<file path="src/srmas_pkg.sv">
`timescale 1ns / 1ps
// ----------------------------------------------------------------------------
// srmas_pkg
// Shared widths, codes and item types of the sparse row merge add/sub unit.
// ----------------------------------------------------------------------------
package srmas_pkg;

  localparam int COL_W = 16;
  localparam int VAL_W = 32;
  localparam int OP_W  = 2;
  localparam int ERR_W = 2;

  localparam int MAX_ROW_ENTRIES_DEF = 32;
  localparam int COLUMN_BITS_DEF     = 16;

  localparam int CMD_DEPTH = 4;
  localparam int OUT_DEPTH = 2;

  // input operation codes
  localparam logic [OP_W-1:0] OP_LOAD_A = 2'd0;
  localparam logic [OP_W-1:0] OP_LOAD_B = 2'd1;
  localparam logic [OP_W-1:0] OP_MERGE  = 2'd2;

  // load error codes
  localparam logic [ERR_W-1:0] ERR_NONE     = 2'd0;
  localparam logic [ERR_W-1:0] ERR_OVERFLOW = 2'd1;
  localparam logic [ERR_W-1:0] ERR_ORDER    = 2'd2;
  localparam logic [ERR_W-1:0] ERR_RANGE    = 2'd3;

  // configuration register indexes
  localparam logic CFG_SUBTRACT_MODE = 1'b0;
  localparam logic CFG_MATRIX_DIM    = 1'b1;

  localparam logic [COL_W-1:0] MATRIX_DIM_RST = 16'hFFFF;

  typedef enum logic [1:0] {
    CMD_LOAD_A,
    CMD_LOAD_B,
    CMD_MERGE
  } cmd_kind_t;

  typedef struct packed {
    cmd_kind_t               kind;
    logic                    range_err;
    logic [COL_W-1:0]        column;
    logic signed [VAL_W-1:0] value;
  } cmd_t;

  typedef struct packed {
    logic [COL_W-1:0]        column;
    logic signed [VAL_W-1:0] value;
    logic                    last;
    logic                    empty_row;
    logic                    saturated;
    logic [ERR_W-1:0]        load_error;
  } out_item_t;

endpackage

</file>
<file path="src/sparse_row_merge_add_sub_unit.sv">
`timescale 1ns / 1ps
// ----------------------------------------------------------------------------
// sparse_row_merge_add_sub_unit
// Merges two sparse rows of signed Q16.16 entries by addition or subtraction.
// ----------------------------------------------------------------------------
// Load items (row A or row B, ascending columns) are range-checked on entry
// and queued in a four-deep command queue; while no merge is in progress, the
// executor stores one load per cycle into its row RAM. A merge command
// starts in the cycle after it reaches the executor, then takes one step per
// distinct column present in either row (both row RAMs are read once per
// cycle) plus one closing step. Results pass through a two-deep output
// queue; the walk pauses while it is full. Zero results are dropped, and a
// merge with no nonzero result gives a single item with empty_row and last
// set. Configuration writes are taken every cycle and must only be issued
// while the block is idle.
// ----------------------------------------------------------------------------
module sparse_row_merge_add_sub_unit #(
  parameter int MAX_ROW_ENTRIES = srmas_pkg::MAX_ROW_ENTRIES_DEF,
  parameter int COLUMN_BITS     = srmas_pkg::COLUMN_BITS_DEF
) (
  input  logic                               clk,
  input  logic                               rst_n,
  // input item channel
  input  logic                               in_push,
  output logic                               in_full,
  input  logic [srmas_pkg::OP_W-1:0]         in_operation,
  input  logic [srmas_pkg::COL_W-1:0]        in_column,
  input  logic signed [srmas_pkg::VAL_W-1:0] in_value,
  // result channel
  output logic                               out_empty,
  input  logic                               out_pop,
  output logic [srmas_pkg::COL_W-1:0]        out_column,
  output logic signed [srmas_pkg::VAL_W-1:0] out_value,
  output logic                               out_last,
  output logic                               out_empty_row,
  output logic                               out_saturated,
  output logic [srmas_pkg::ERR_W-1:0]        out_load_error,
  // configuration write channel
  input  logic                               cfg_valid,
  output logic                               cfg_ready,
  input  logic                               cfg_index,
  input  logic [srmas_pkg::COL_W-1:0]        cfg_data
);
  import srmas_pkg::*;

  logic             subtract_mode_r, subtract_mode_nxt;
  logic [COL_W-1:0] matrix_dim_r, matrix_dim_nxt;

  logic             front_vld, cmd_full, cmd_empty, cmd_pop;
  cmd_t             front_cmd, back_cmd;
  logic             out_full, out_push;
  out_item_t        back_item, head_item;
  logic [$bits(cmd_t)-1:0]      cmd_dout;
  logic [$bits(out_item_t)-1:0] out_dout;

  // configuration registers
  assign cfg_ready = 1'b1;

  always_comb begin
    subtract_mode_nxt = subtract_mode_r;
    matrix_dim_nxt    = matrix_dim_r;
    if (cfg_valid) begin
      unique case (cfg_index)
        CFG_SUBTRACT_MODE: subtract_mode_nxt = cfg_data[0];
        CFG_MATRIX_DIM:    matrix_dim_nxt    = cfg_data;
        default: ;
      endcase
    end
  end

  always_ff @(posedge clk) begin
    if (!rst_n) begin
      subtract_mode_r <= 1'b0;
      matrix_dim_r    <= MATRIX_DIM_RST;
    end else begin
      subtract_mode_r <= subtract_mode_nxt;
      matrix_dim_r    <= matrix_dim_nxt;
    end
  end

  srmas_front #(.COLUMN_BITS(COLUMN_BITS)) u_front (
    .in_operation (in_operation),
    .in_column    (in_column),
    .in_value     (in_value),
    .matrix_dim   (matrix_dim_r),
    .cmd_vld      (front_vld),
    .cmd          (front_cmd)
  );

  assign in_full = cmd_full;

  srmas_fifo #(.W($bits(cmd_t)), .DEPTH(CMD_DEPTH)) u_cmd_q (
    .clk   (clk),
    .rst_n (rst_n),
    .push  (in_push && front_vld),
    .din   (front_cmd),
    .full  (cmd_full),
    .pop   (cmd_pop),
    .dout  (cmd_dout),
    .empty (cmd_empty)
  );

  assign back_cmd = cmd_t'(cmd_dout);

  srmas_back #(
    .MAX_ROW_ENTRIES (MAX_ROW_ENTRIES),
    .COLUMN_BITS     (COLUMN_BITS)
  ) u_back (
    .clk           (clk),
    .rst_n         (rst_n),
    .subtract_mode (subtract_mode_r),
    .cmd_empty     (cmd_empty),
    .cmd           (back_cmd),
    .cmd_pop       (cmd_pop),
    .out_full      (out_full),
    .out_push      (out_push),
    .out_item      (back_item)
  );

  srmas_fifo #(.W($bits(out_item_t)), .DEPTH(OUT_DEPTH)) u_out_q (
    .clk   (clk),
    .rst_n (rst_n),
    .push  (out_push),
    .din   (back_item),
    .full  (out_full),
    .pop   (out_pop),
    .dout  (out_dout),
    .empty (out_empty)
  );

  assign head_item      = out_item_t'(out_dout);
  assign out_column     = head_item.column;
  assign out_value      = head_item.value;
  assign out_last       = head_item.last;
  assign out_empty_row  = head_item.empty_row;
  assign out_saturated  = head_item.saturated;
  assign out_load_error = head_item.load_error;

  // the executor never offers an item the output queue cannot take
  a_no_push_when_full: assert property (@(posedge clk) disable iff (!rst_n)
    out_full |-> !out_push)
    else $error("result item pushed into full output queue");

  a_empty_row_form: assert property (@(posedge clk) disable iff (!rst_n)
    (!out_empty && out_empty_row) |->
      (out_last && out_column == '0 && out_value == '0 && !out_saturated))
    else $error("malformed empty-row item");

  a_nonzero_result: assert property (@(posedge clk) disable iff (!rst_n)
    (!out_empty && !out_empty_row) |-> (out_value != '0 && out_column != '0))
    else $error("zero result item emitted");

  a_reset_clears_out: assert property (@(posedge clk)
    !rst_n |=> out_empty)
    else $error("output queue not empty after reset");

endmodule

</file>
<file path="src/srmas_ram.sv">
`timescale 1ns / 1ps
// ----------------------------------------------------------------------------
// srmas_ram
// Generic single write port, single read port RAM with registered read data.
// ----------------------------------------------------------------------------
module srmas_ram #(
  parameter int WIDTH = 48,
  parameter int DEPTH = 32,
  parameter int AW    = (DEPTH > 1) ? $clog2(DEPTH) : 1
) (
  input  logic             clk,
  input  logic             we,
  input  logic [AW-1:0]    waddr,
  input  logic [WIDTH-1:0] wdata,
  input  logic [AW-1:0]    raddr,
  output logic [WIDTH-1:0] rdata
);

  logic [WIDTH-1:0] mem [DEPTH];

  always_ff @(posedge clk) begin
    if (we) begin
      mem[waddr] <= wdata;
    end
    rdata <= mem[raddr];
  end

endmodule

</file>
<file path="src/srmas_fifo.sv">
`timescale 1ns / 1ps
// ----------------------------------------------------------------------------
// srmas_fifo
// Small register FIFO; the head item is visible while empty is low.
// ----------------------------------------------------------------------------
module srmas_fifo #(
  parameter int W     = 8,
  parameter int DEPTH = 4
) (
  input  logic         clk,
  input  logic         rst_n,
  input  logic         push,
  input  logic [W-1:0] din,
  output logic         full,
  input  logic         pop,
  output logic [W-1:0] dout,
  output logic         empty
);

  localparam int PW = (DEPTH > 1) ? $clog2(DEPTH) : 1;
  localparam int CW = $clog2(DEPTH + 1);

  logic [W-1:0]  mem_r [DEPTH];
  logic [PW-1:0] wr_ptr_r, wr_ptr_nxt;
  logic [PW-1:0] rd_ptr_r, rd_ptr_nxt;
  logic [CW-1:0] cnt_r, cnt_nxt;
  logic          do_push, do_pop;

  assign full    = (cnt_r == CW'(DEPTH));
  assign empty   = (cnt_r == '0);
  assign do_push = push && !full;
  assign do_pop  = pop && !empty;
  assign dout    = mem_r[rd_ptr_r];

  always_comb begin
    wr_ptr_nxt = wr_ptr_r;
    rd_ptr_nxt = rd_ptr_r;
    cnt_nxt    = cnt_r;
    if (do_push) begin
      wr_ptr_nxt = (wr_ptr_r == PW'(DEPTH - 1)) ? '0 : wr_ptr_r + PW'(1);
    end
    if (do_pop) begin
      rd_ptr_nxt = (rd_ptr_r == PW'(DEPTH - 1)) ? '0 : rd_ptr_r + PW'(1);
    end
    if (do_push && !do_pop) begin
      cnt_nxt = cnt_r + CW'(1);
    end else if (do_pop && !do_push) begin
      cnt_nxt = cnt_r - CW'(1);
    end
  end

  always_ff @(posedge clk) begin
    if (!rst_n) begin
      wr_ptr_r <= '0;
      rd_ptr_r <= '0;
      cnt_r    <= '0;
    end else begin
      wr_ptr_r <= wr_ptr_nxt;
      rd_ptr_r <= rd_ptr_nxt;
      cnt_r    <= cnt_nxt;
    end
  end

  always_ff @(posedge clk) begin
    if (do_push) begin
      mem_r[wr_ptr_r] <= din;
    end
  end

endmodule

</file>
<file path="src/srmas_front.sv">
`timescale 1ns / 1ps
// ----------------------------------------------------------------------------
// srmas_front
// Decodes incoming items into commands and range-checks load columns.
// ----------------------------------------------------------------------------
module srmas_front #(
  parameter int COLUMN_BITS = 16
) (
  input  logic [srmas_pkg::OP_W-1:0]         in_operation,
  input  logic [srmas_pkg::COL_W-1:0]        in_column,
  input  logic signed [srmas_pkg::VAL_W-1:0] in_value,
  input  logic [srmas_pkg::COL_W-1:0]        matrix_dim,
  output logic                               cmd_vld,
  output srmas_pkg::cmd_t                    cmd
);
  import srmas_pkg::*;

  localparam int CW = (COLUMN_BITS < COL_W) ? COLUMN_BITS : COL_W;
  localparam logic [COL_W-1:0] COL_MASK = {COL_W{1'b1}} >> (COL_W - CW);

  logic [COL_W-1:0] col_m;

  assign col_m = in_column & COL_MASK;

  always_comb begin
    cmd_vld       = 1'b1;
    cmd.kind      = CMD_MERGE;
    cmd.column    = col_m;
    cmd.value     = in_value;
    cmd.range_err = (col_m == '0) || (col_m > matrix_dim);
    unique case (in_operation)
      OP_LOAD_A: cmd.kind = CMD_LOAD_A;
      OP_LOAD_B: cmd.kind = CMD_LOAD_B;
      OP_MERGE:  cmd.kind = CMD_MERGE;
      default:   cmd_vld  = 1'b0;   // unused code, item is dropped
    endcase
  end

endmodule

</file>
<file path="src/srmas_back.sv">
`timescale 1ns / 1ps
// ----------------------------------------------------------------------------
// srmas_back
// Executes commands: stores row entries with load checks, walks both rows on
// a merge and emits the merged items.
// ----------------------------------------------------------------------------
module srmas_back #(
  parameter int MAX_ROW_ENTRIES = 32,
  parameter int COLUMN_BITS     = 16
) (
  input  logic                   clk,
  input  logic                   rst_n,
  input  logic                   subtract_mode,
  input  logic                   cmd_empty,
  input  srmas_pkg::cmd_t        cmd,
  output logic                   cmd_pop,
  input  logic                   out_full,
  output logic                   out_push,
  output srmas_pkg::out_item_t   out_item
);
  import srmas_pkg::*;

  localparam int CW  = (COLUMN_BITS < COL_W) ? COLUMN_BITS : COL_W;
  localparam int IW  = (MAX_ROW_ENTRIES > 1) ? $clog2(MAX_ROW_ENTRIES) : 1;
  localparam int CNW = $clog2(MAX_ROW_ENTRIES + 1);
  localparam int DW  = CW + VAL_W;

  typedef enum logic {
    ST_IDLE,
    ST_WALK
  } state_t;

  state_t                  state_r, state_nxt;
  logic [CNW-1:0]          cnt_a_r, cnt_a_nxt, cnt_b_r, cnt_b_nxt;
  logic [CNW-1:0]          i_r, i_nxt, j_r, j_nxt;
  logic [COL_W-1:0]        last_a_r, last_a_nxt, last_b_r, last_b_nxt;
  logic [ERR_W-1:0]        err_r, err_nxt;
  logic                    pend_vld_r, pend_vld_nxt;
  logic [COL_W-1:0]        pend_col_r, pend_col_nxt;
  logic signed [VAL_W-1:0] pend_val_r, pend_val_nxt;
  logic                    pend_sat_r, pend_sat_nxt;

  logic                    we_a, we_b;
  logic [DW-1:0]           wdata, rd_a, rd_b;
  logic [CNW-1:0]          ld_n;
  logic [COL_W-1:0]        ld_last;
  logic [ERR_W-1:0]        ld_err;

  logic                    a_has, b_has, take_a, take_b;
  logic [COL_W-1:0]        ca, cb, res_col;
  logic signed [VAL_W:0]   op_a, op_b, sum;
  logic signed [VAL_W-1:0] res_val;
  logic                    res_sat;

  assign wdata = {cmd.column[CW-1:0], cmd.value};

  srmas_ram #(.WIDTH(DW), .DEPTH(MAX_ROW_ENTRIES)) u_ram_a (
    .clk   (clk),
    .we    (we_a),
    .waddr (cnt_a_r[IW-1:0]),
    .wdata (wdata),
    .raddr (i_nxt[IW-1:0]),
    .rdata (rd_a)
  );

  srmas_ram #(.WIDTH(DW), .DEPTH(MAX_ROW_ENTRIES)) u_ram_b (
    .clk   (clk),
    .we    (we_b),
    .waddr (cnt_b_r[IW-1:0]),
    .wdata (wdata),
    .raddr (j_nxt[IW-1:0]),
    .rdata (rd_b)
  );

  // load checks: range beats overflow, overflow beats order
  always_comb begin
    ld_n    = (cmd.kind == CMD_LOAD_A) ? cnt_a_r : cnt_b_r;
    ld_last = (cmd.kind == CMD_LOAD_A) ? last_a_r : last_b_r;
    if (cmd.range_err) begin
      ld_err = ERR_RANGE;
    end else if (ld_n >= CNW'(MAX_ROW_ENTRIES)) begin
      ld_err = ERR_OVERFLOW;
    end else if (ld_n != '0 && cmd.column <= ld_last) begin
      ld_err = ERR_ORDER;
    end else begin
      ld_err = ERR_NONE;
    end
  end

  // one merge step on the entries at i_r / j_r
  always_comb begin
    a_has = (i_r < cnt_a_r);
    b_has = (j_r < cnt_b_r);
    ca    = COL_W'(rd_a[DW-1:VAL_W]);
    cb    = COL_W'(rd_b[DW-1:VAL_W]);
    if (a_has && b_has) begin
      take_a = (ca <= cb);
      take_b = (cb <= ca);
    end else begin
      take_a = a_has;
      take_b = !a_has;
    end
    op_a    = take_a ? {rd_a[VAL_W-1], rd_a[VAL_W-1:0]} : '0;
    op_b    = take_b ? {rd_b[VAL_W-1], rd_b[VAL_W-1:0]} : '0;
    sum     = subtract_mode ? (op_a - op_b) : (op_a + op_b);
    res_sat = (sum[VAL_W] != sum[VAL_W-1]);
    if (res_sat) begin
      res_val = sum[VAL_W] ? {1'b1, {(VAL_W-1){1'b0}}} : {1'b0, {(VAL_W-1){1'b1}}};
    end else begin
      res_val = sum[VAL_W-1:0];
    end
    res_col = take_a ? ca : cb;
  end

  always_comb begin
    state_nxt    = state_r;
    cnt_a_nxt    = cnt_a_r;
    cnt_b_nxt    = cnt_b_r;
    i_nxt        = i_r;
    j_nxt        = j_r;
    last_a_nxt   = last_a_r;
    last_b_nxt   = last_b_r;
    err_nxt      = err_r;
    pend_vld_nxt = pend_vld_r;
    pend_col_nxt = pend_col_r;
    pend_val_nxt = pend_val_r;
    pend_sat_nxt = pend_sat_r;
    cmd_pop      = 1'b0;
    we_a         = 1'b0;
    we_b         = 1'b0;
    out_push     = 1'b0;
    out_item.column     = pend_col_r;
    out_item.value      = pend_val_r;
    out_item.last       = 1'b0;
    out_item.empty_row  = 1'b0;
    out_item.saturated  = pend_sat_r;
    out_item.load_error = err_r;

    unique case (state_r)
      ST_IDLE: begin
        if (!cmd_empty) begin
          cmd_pop = 1'b1;
          case (cmd.kind)
            CMD_LOAD_A, CMD_LOAD_B: begin
              if (ld_err != ERR_NONE) begin
                if (err_r == ERR_NONE) begin
                  err_nxt = ld_err;
                end
              end else if (cmd.kind == CMD_LOAD_A) begin
                we_a       = 1'b1;
                cnt_a_nxt  = cnt_a_r + CNW'(1);
                last_a_nxt = cmd.column;
              end else begin
                we_b       = 1'b1;
                cnt_b_nxt  = cnt_b_r + CNW'(1);
                last_b_nxt = cmd.column;
              end
            end
            CMD_MERGE: state_nxt = ST_WALK;
            default: ;
          endcase
        end
      end
      ST_WALK: begin
        if (!out_full) begin
          if (a_has || b_has) begin
            i_nxt = i_r + CNW'(take_a);
            j_nxt = j_r + CNW'(take_b);
            // hold one item back so the final one can carry last
            if (res_val != '0) begin
              out_push     = pend_vld_r;
              pend_vld_nxt = 1'b1;
              pend_col_nxt = res_col;
              pend_val_nxt = res_val;
              pend_sat_nxt = res_sat;
            end
          end else begin
            out_push      = 1'b1;
            out_item.last = 1'b1;
            if (!pend_vld_r) begin
              out_item.column    = '0;
              out_item.value     = '0;
              out_item.saturated = 1'b0;
              out_item.empty_row = 1'b1;
            end
            cnt_a_nxt    = '0;
            cnt_b_nxt    = '0;
            i_nxt        = '0;
            j_nxt        = '0;
            err_nxt      = ERR_NONE;
            pend_vld_nxt = 1'b0;
            state_nxt    = ST_IDLE;
          end
        end
      end
      default: state_nxt = ST_IDLE;
    endcase
  end

  always_ff @(posedge clk) begin
    if (!rst_n) begin
      state_r    <= ST_IDLE;
      cnt_a_r    <= '0;
      cnt_b_r    <= '0;
      i_r        <= '0;
      j_r        <= '0;
      err_r      <= ERR_NONE;
      pend_vld_r <= 1'b0;
    end else begin
      state_r    <= state_nxt;
      cnt_a_r    <= cnt_a_nxt;
      cnt_b_r    <= cnt_b_nxt;
      i_r        <= i_nxt;
      j_r        <= j_nxt;
      err_r      <= err_nxt;
      pend_vld_r <= pend_vld_nxt;
    end
    last_a_r   <= last_a_nxt;
    last_b_r   <= last_b_nxt;
    pend_col_r <= pend_col_nxt;
    pend_val_r <= pend_val_nxt;
    pend_sat_r <= pend_sat_nxt;
  end

endmodule

</file>
<file path="config.mk">
export PLATFORM = sky130hd
export DESIGN_NAME = sparse_row_merge_add_sub_unit
export DESIGN_NICKNAME = d
export VERILOG_FILES = /design/src/srmas_pkg.sv /design/src/sparse_row_merge_add_sub_unit.sv /design/src/srmas_ram.sv /design/src/srmas_fifo.sv /design/src/srmas_front.sv /design/src/srmas_back.sv
export SDC_FILE = /design/constraint.sdc
export NUM_CORES = 2
export LEC_CHECK = 0
export BUFFER_PORTS_ARGS = -buffer_cell sky130_fd_sc_hd__buf_2
export CAP_MARGIN = 20
export CELL_PAD_IN_SITES_DETAIL_PLACEMENT = 1
export CELL_PAD_IN_SITES_GLOBAL_PLACEMENT = 1
export CORE_ASPECT_RATIO = 0.9
export CORE_MARGIN = 3
export CORE_UTILIZATION = 50
export DETAILED_ROUTE_END_ITERATION = 7
export GPL_TIMING_DRIVEN = 0
export HOLD_SLACK_MARGIN = 0.15
export PLACE_DENSITY_LB_ADDON = 0.15
export RECOVER_POWER = 50
export SLEW_MARGIN = 20
export SYNTH_ARGS = -nofsm -noshare
export SYNTH_HDL_FRONTEND = slang
export SYNTH_SLANG_ARGS = --single-unit
</file>
<file path="constraint.sdc">
create_clock -name clk -period 8.4 [get_ports clk]
set_input_delay 1.26 -clock clk [delete_from_list [all_inputs] [get_ports clk]]
set_output_delay 1.26 -clock clk [all_outputs]
set_load 0.05 [all_outputs]
</file>
======== Word-level counts from Yosys, hierarchy flattened ========
Memory sizes are Yosys's and may differ from the RTL's. A register that Yosys moved wholly into a read port is not among the register bits.
Cells that the tools add are included.
storage, ports and cells
  register bits ........................... 137
  memory bits (writable) .................. 3382
  output and inout bits ................... 56
  logic and storage cells ................. 205
  memories ................................ 4
operators by class
  add/sub/neg operators ................... 14
  magnitude comparators ................... 7
  eq/ne operators ......................... 19
  muxes and demuxes ....................... 88
  bitwise operators ....................... 6
  reduce and logical (&&, ||, !) cells .... 45
memories
  memory              depth  width  read ports  clocked after Yosys merged registers in  wr ports  RTL line          text
  u_back.u_ram_a.mem  32     48     1           1                                        1         srmas_ram.sv:19   logic [WIDTH-1:0] mem [DEPTH];
  u_back.u_ram_b.mem  32     48     1           1                                        1         srmas_ram.sv:19
  u_cmd_q.mem_r       4      51     1           1                                        1         srmas_fifo.sv:23  logic [W-1:0] mem_r [DEPTH];
  u_out_q.mem_r       2      53     1           1                                        1         srmas_fifo.sv:23
operators by type and width
  cell                                                            number
  51-bit two-way mux                                              3
  33-bit two-way mux                                              3
  6-bit two-way mux                                               13
  32-bit two-way mux                                              2
  16-bit <= comparator                                            3
  48-bit two-way mux                                              1
  1-bit two-way mux                                               37
  33-bit adder                                                    1
  33-bit subtractor                                               1
  16-bit two-way mux                                              2
  2-bit two-way mux                                               16
  32-bit nonzero test                                             1
  6-bit case mux with 2 select lines                              2
  5-bit two-way mux                                               4
  6-bit AND reduction                                             3
  16-bit > comparator                                             1
  16-bit logical NOT                                              1
  2-bit != test (second input constant)                           7
  6-bit by 1-bit adder with 6-bit output                          2
  6-bit by 1-bit adder with 6-bit output (second input constant)  2
  6-bit < comparator                                              2
  1-bit logical AND                                               11
  2-bit equality test (second input constant)                     5
  5-bit AND reduction                                             2
  25 further kinds                                                54

======== Logic depth before layout (Yosys ltp) ========
  depth after elaboration ................. 18
  gate-level depth with buffers ........... 35
  mapped depth without buffers ............ 32

======== By module ========
A second synthesis with hierarchy kept.
unflattened totals
  cell total of the unflattened synthesis .. 8515
  area, all modules ....................... 144394.7 um2
by module, submodules not included
  module                         instances  cells an instance  area each (um2)
  srmas_ram                      2          3364               60724.5
  srmas_back                     1          1084               9405.3
  srmas_fifo (u_cmd_q)           1          318                7898.8
  srmas_fifo (u_out_q)           1          190                4056.4
  srmas_front                    1          114                817.0
  sparse_row_merge_add_sub_unit  1          81                 768.2

======== Worst setup path before layout ========
No wires, ideal clock.
  path type ............................... reg-to-reg
  start ................................... register u_back.cnt_b_r[1]
  end ..................................... memory u_out_q.mem_r[0][0] (netlist name), enable pin
  setup time .............................. 464 ps
  data arrival time ....................... 8303 ps
  slack ................................... -367 ps
  cell stages (with the launch flop) ...... 29
  period minus slack after synthesis ...... 8767 ps
  path through ............................ dfxtp_1 inv_1 ha_1 a2111oi_0 o21bai_1 a21oi_2 a21bo_1 clkbuf_1 buf_1 and2_1 inv_1 ha_1 nand2_1 a21oi_1 nor2_1 nor3_1 a311o_1 ha_1 clkbuf_1 nand4_1 or3_1 o21ai_0 a211oi_1 o31ai_1 a21oi_1 xnor3_2 a31oi_1 o21ai_2 nor2_1
on the way
  longest elaborated chain between the ends .. 16
ends and longest elaborated chain
  what                                                        RTL line                              text
  start: declaration                                          srmas_back.sv:34                      logic [CNW-1:0] cnt_a_r, cnt_a_nxt, cnt_b_r, cnt_b_nxt;
  start signal: assignment                                    srmas_back.sv:212                     cnt_b_r <= cnt_b_nxt;
  6-bit < comparator (*)                                      srmas_back.sv:93                      b_has = (j_r < cnt_b_r);
  1-bit logical AND                                           srmas_back.sv:96                      if (a_has && b_has) begin
  1-bit two-way mux                                           srmas_back.sv:96
  33-bit two-way mux (on tied branches)                       srmas_back.sv:103, srmas_back.sv:104
  33-bit adder / 33-bit subtractor (equally long branches)    srmas_back.sv:105                     sum = subtract_mode ? (op_a - op_b) : (op_a + op_b);
  33-bit two-way mux                                          srmas_back.sv:105
  32-bit two-way mux / 1-bit != test (equally long branches)  srmas_back.sv:108, srmas_back.sv:106
  32-bit two-way mux                                          srmas_back.sv:107                     if (res_sat) begin
  32-bit nonzero test                                         srmas_back.sv:170                     if (res_val != '0) begin
  1-bit two-way mux                                           srmas_back.sv:170
  1-bit two-way mux (*)                                       srmas_back.sv:166                     if (a_has || b_has) begin
  1-bit two-way mux (*)                                       srmas_back.sv:165                     if (!out_full) begin
  1-bit two-way mux (*)                                       srmas_back.sv:139                     unique case (state_r)
  1-bit logical AND (*)                                       srmas_fifo.sv:31                      assign do_push = push && !full;
  1-bit two-way mux (*)                                       srmas_fifo.sv:65                      if (do_push) begin
  1-bit two-way mux (implied by the code) (*)                 srmas_fifo.sv:66                      mem_r[wr_ptr_r] <= din;
  end: declaration                                            srmas_fifo.sv:23
Mark *: on every way between the ends. The rest lies on a longest branch, timed or not.

======== Worst setup path in the final report ========
  start ................................... register u_back.u_ram_b.rdata[41] (read register of u_back.u_ram_b.mem)
  end ..................................... memory u_out_q.mem_r[0][28] (netlist name), enable pin
on the way
  longest elaborated chain between the ends .. 15
ends and longest elaborated chain
  what                                                        RTL line                              text
  start: declaration                                          srmas_ram.sv:16                       output logic [WIDTH-1:0] rdata
  16-bit <= comparator (on tied branches)                     srmas_back.sv:97, srmas_back.sv:98
  1-bit two-way mux                                           srmas_back.sv:96
  33-bit two-way mux (on tied branches)                       srmas_back.sv:103, srmas_back.sv:104
  33-bit adder / 33-bit subtractor (equally long branches)    srmas_back.sv:105
  33-bit two-way mux (*)                                      srmas_back.sv:105
  32-bit two-way mux / 1-bit != test (equally long branches)  srmas_back.sv:108, srmas_back.sv:106
  32-bit two-way mux (*)                                      srmas_back.sv:107
  32-bit nonzero test (*)                                     srmas_back.sv:170
  1-bit two-way mux (*)                                       srmas_back.sv:170
  1-bit two-way mux (*)                                       srmas_back.sv:166
  1-bit two-way mux (*)                                       srmas_back.sv:165
  1-bit two-way mux (*)                                       srmas_back.sv:139
  1-bit logical AND (*)                                       srmas_fifo.sv:31
  1-bit two-way mux (*)                                       srmas_fifo.sv:65
  1-bit two-way mux (implied by the code) (*)                 srmas_fifo.sv:66
Marked as above.

==> out/results.tsv <==
metric	value	unit
synth_adder_area_share	1.13	%
hpwl	285000	um
r2r-start	u_back.u_ram_b.rdata[41]	
cp_slowest_cell	ha_1	
status	complete, but fails checks	
ys_warn_count	0	
slew_violations	1355	
reg2reg_to	u_out_q.mem_r[0][28]	
skew	0.0456	ns
synth_ff_type	edfxtp_1	
ys_ff_latch	3618	
endpoint	u_out_q.mem_r[0][28]	
min_period	8.27	ns
dieWidth	567	um
relSlewSlack	-142	%
critPathRequiredTime	9.02	ns
hold_class	register to register	
ir_worst_vdd	207	uV
path_clk_slew	0.06	ns
grt_pass1_wl	583000	um
postRouteAntennaNets	0	
synth_top_family_by_area	multiplexers	
cts_made_buffers	367	
start_util	50.5	%
tns	0	ns
placedCellCount	11600	
yosys-top-cells-area	edfxtp_1, mux4_2, nand2_1	
rows	184	
setup_viol	0	
synth_mux_area_share	13.6	%
yosys.area.top_type	edfxtp_1	
htreeDepth	5	
slowest_delay	0.53	ns
dieHeight	511	um
layout-drive-gt1-share	23.4	%
hold_viol	0	
routed_wl	411000	um
total_power	47.8	mW
cp_num_buf_inv	8	
max_freq	121	MHz
cts_root_buf	clkbuf_16	
startpoint	u_back.u_ram_b.rdata[41]	
final_cells	12300	
end_kind	register	
final_area	163000	um^2
layout_setup_ws	0.126	ns
cts_sinks	3618	
violations	capacitance limit, slew limit	
drv_cap	37	
worst-slew-pin-transition	3.63	ns
syn_nets	7703	
cts_buffer_depth	4	
powerDensity	293	nW/um^2
synthCells	7519	
path_class	register to register	
viasPerCell	6.22	
hold_slack	0.502	ns
place.port_buffers	125	
power_leakage	52.0	nW
synth_enable_flop_cells	3463	
gp_congestion	1.00	
crit_family	compound AO/OA/AOI/OAI gates	
avgSynthCellArea	18.9	um^2
syn_area	142000	um^2
dieArea	290000	um^2
synth_top_area_share	73.3	%
cts_hold_buf	0	
wl_per_cell	33.5	um
grt_use_total	28.2	%
num-fill-cells	24300	
dr.pass1.iters	6	
grt_pass1_vias	78500	
insertion_delay	0.90	ns
async_reset_ff_share	0	%
synth_most_common_cell	edfxtp_1	
synth_cell_types	83	
path_max_fanout	25	
place_area	152000	um^2
yosysSeqAreaShare	75.5	%
cts_tree	done	
core	281000	um^2
grt_overflow	0	
r2r_cells	34	
synth-xor-area-share	0.276	%
place_ws	-2.25	ns
synth_compound_area_share	1.83	%
worst-path-stages	34	
final_util	58.2	%
final_nets	8431	
grt_max_degree	68	
io_pins	128	
cp.arrival	8.90	ns
r2r_slack	0.13	ns
worst_setup_path_start_kind	register	
drt-initial-drc-count	9807	
yosys-top-cells-count	edfxtp_1, nand2_1, mux4_2, nand3_1, clkbuf_1	
antenna_found_initial	44	
drc	0	
yosys.area_share.simple	6.06	%
area_growth_syn_to_layout	15.1	%
vias	76400	
fin_crit_sh	98.5	%
-- layout make-up --
type	instances	area (um^2)	share of cell area, %
tap	3720	4650	2.85
inverter	77	289	0.177
clock inverter	202	1720	1.05
sequential	3618	107000	65.6
antenna	17	42.5	0.0261
buffer	393	1930	1.18
timing repair buffer	363	4310	2.64
multi-input combinational	3427	33300	20.4
clock buffer	461	9860	6.04
-- metal layers --
layer	GRT usage, %	vias up	wire length [um]
met2	42.5	3527	186000
met4	11.5	6	19800
met3	4.39	684	33300
met5	0	-	47
li1	-	31500	-
met1	41.6	40700	172000
-- layout by cell type, fill, tap and decap left out, drive strengths merged, types with 76 or more instances in the layout --
cell	n
nand2	995
clkinv	159
buf	473
o21ai	173
dfxtp	155
ha	110
mux4	819
clkbuf	743
nand3	524
a21oi	76
nor2	158
inv	84
edfxtp	3463
-- worst min-delay path by stage --
stage	from	end	slack (ns)	cells past startpoint
2_1_floorplan	u_back.cnt_a_r[5]	u_back.cnt_a_r[5]	0.44	2
5_1_grt	u_back.err_r[1]	u_out_q.mem_r[0][1]	0.53	0
6_report	matrix_dim_r[11]	matrix_dim_r[11]	0.50	2
3_3_place_gp	u_back.cnt_a_r[5]	u_back.cnt_a_r[5]	0.46	2
4_1_cts	u_back.err_r[1]	u_out_q.mem_r[0][1]	0.51	0
3_5_place_dp	u_back.err_r[1]	u_out_q.mem_r[0][1]	0.49	0
-- flip-flops by register name, indices dropped and copies added, names as in the netlist, 32 cells and up, named ones only --
register              count
u_back.u_ram_b.rdata     48
u_cmd_q.mem_r           204
u_out_q.mem_r           106
u_back.u_ram_a.mem     1536
u_back.pend_val_r        32
u_back.u_ram_b.mem     1536
u_back.u_ram_a.rdata     48
-- kinds of logic after synthesis --
kind of cell / after synthesis
DFF: 3618
xor gates and xnor gates: 43
muxes: 901
buffers and inverters: 474
AOI/OAI and AO/OA: 409
and+or+nand+nor: 1942
adders and majority gates: 131
other: 1
-- where the power goes --
group / internal, mW / switching [mW]
Combinational: 2.23 / 6.89
Sequential: 22.6 / 0.225
Clock: 9.11 / 6.80
Total: 33.9 / 13.9
-- worst reg2reg max path, delay by kind of cell (launching register included) --
| family | cells | cell delay, ns |
|---|---|---|
| adder cells (fa/ha/maj) | 3 | 1.03 |
| buffers and inverters | 8 | 1.15 |
| AND/OR/NAND/NOR | 11 | 2.41 |
| multiplexers | 1 | 0.13 |
| flip-flops | 1 | 0.45 |
| AO/OA/AOI/OAI | 11 | 2.82 |
-- repair_timing --
action | CTS | global route
hold endpoints to repair | 0 | 0
pin swaps | 13 | 15
setup buffers | 29 | 12
endpoints found under the setup margin | 1843 | 440
resized for setup | 60 | 33
Note: power is estimated with default switching activity, not from simulation.
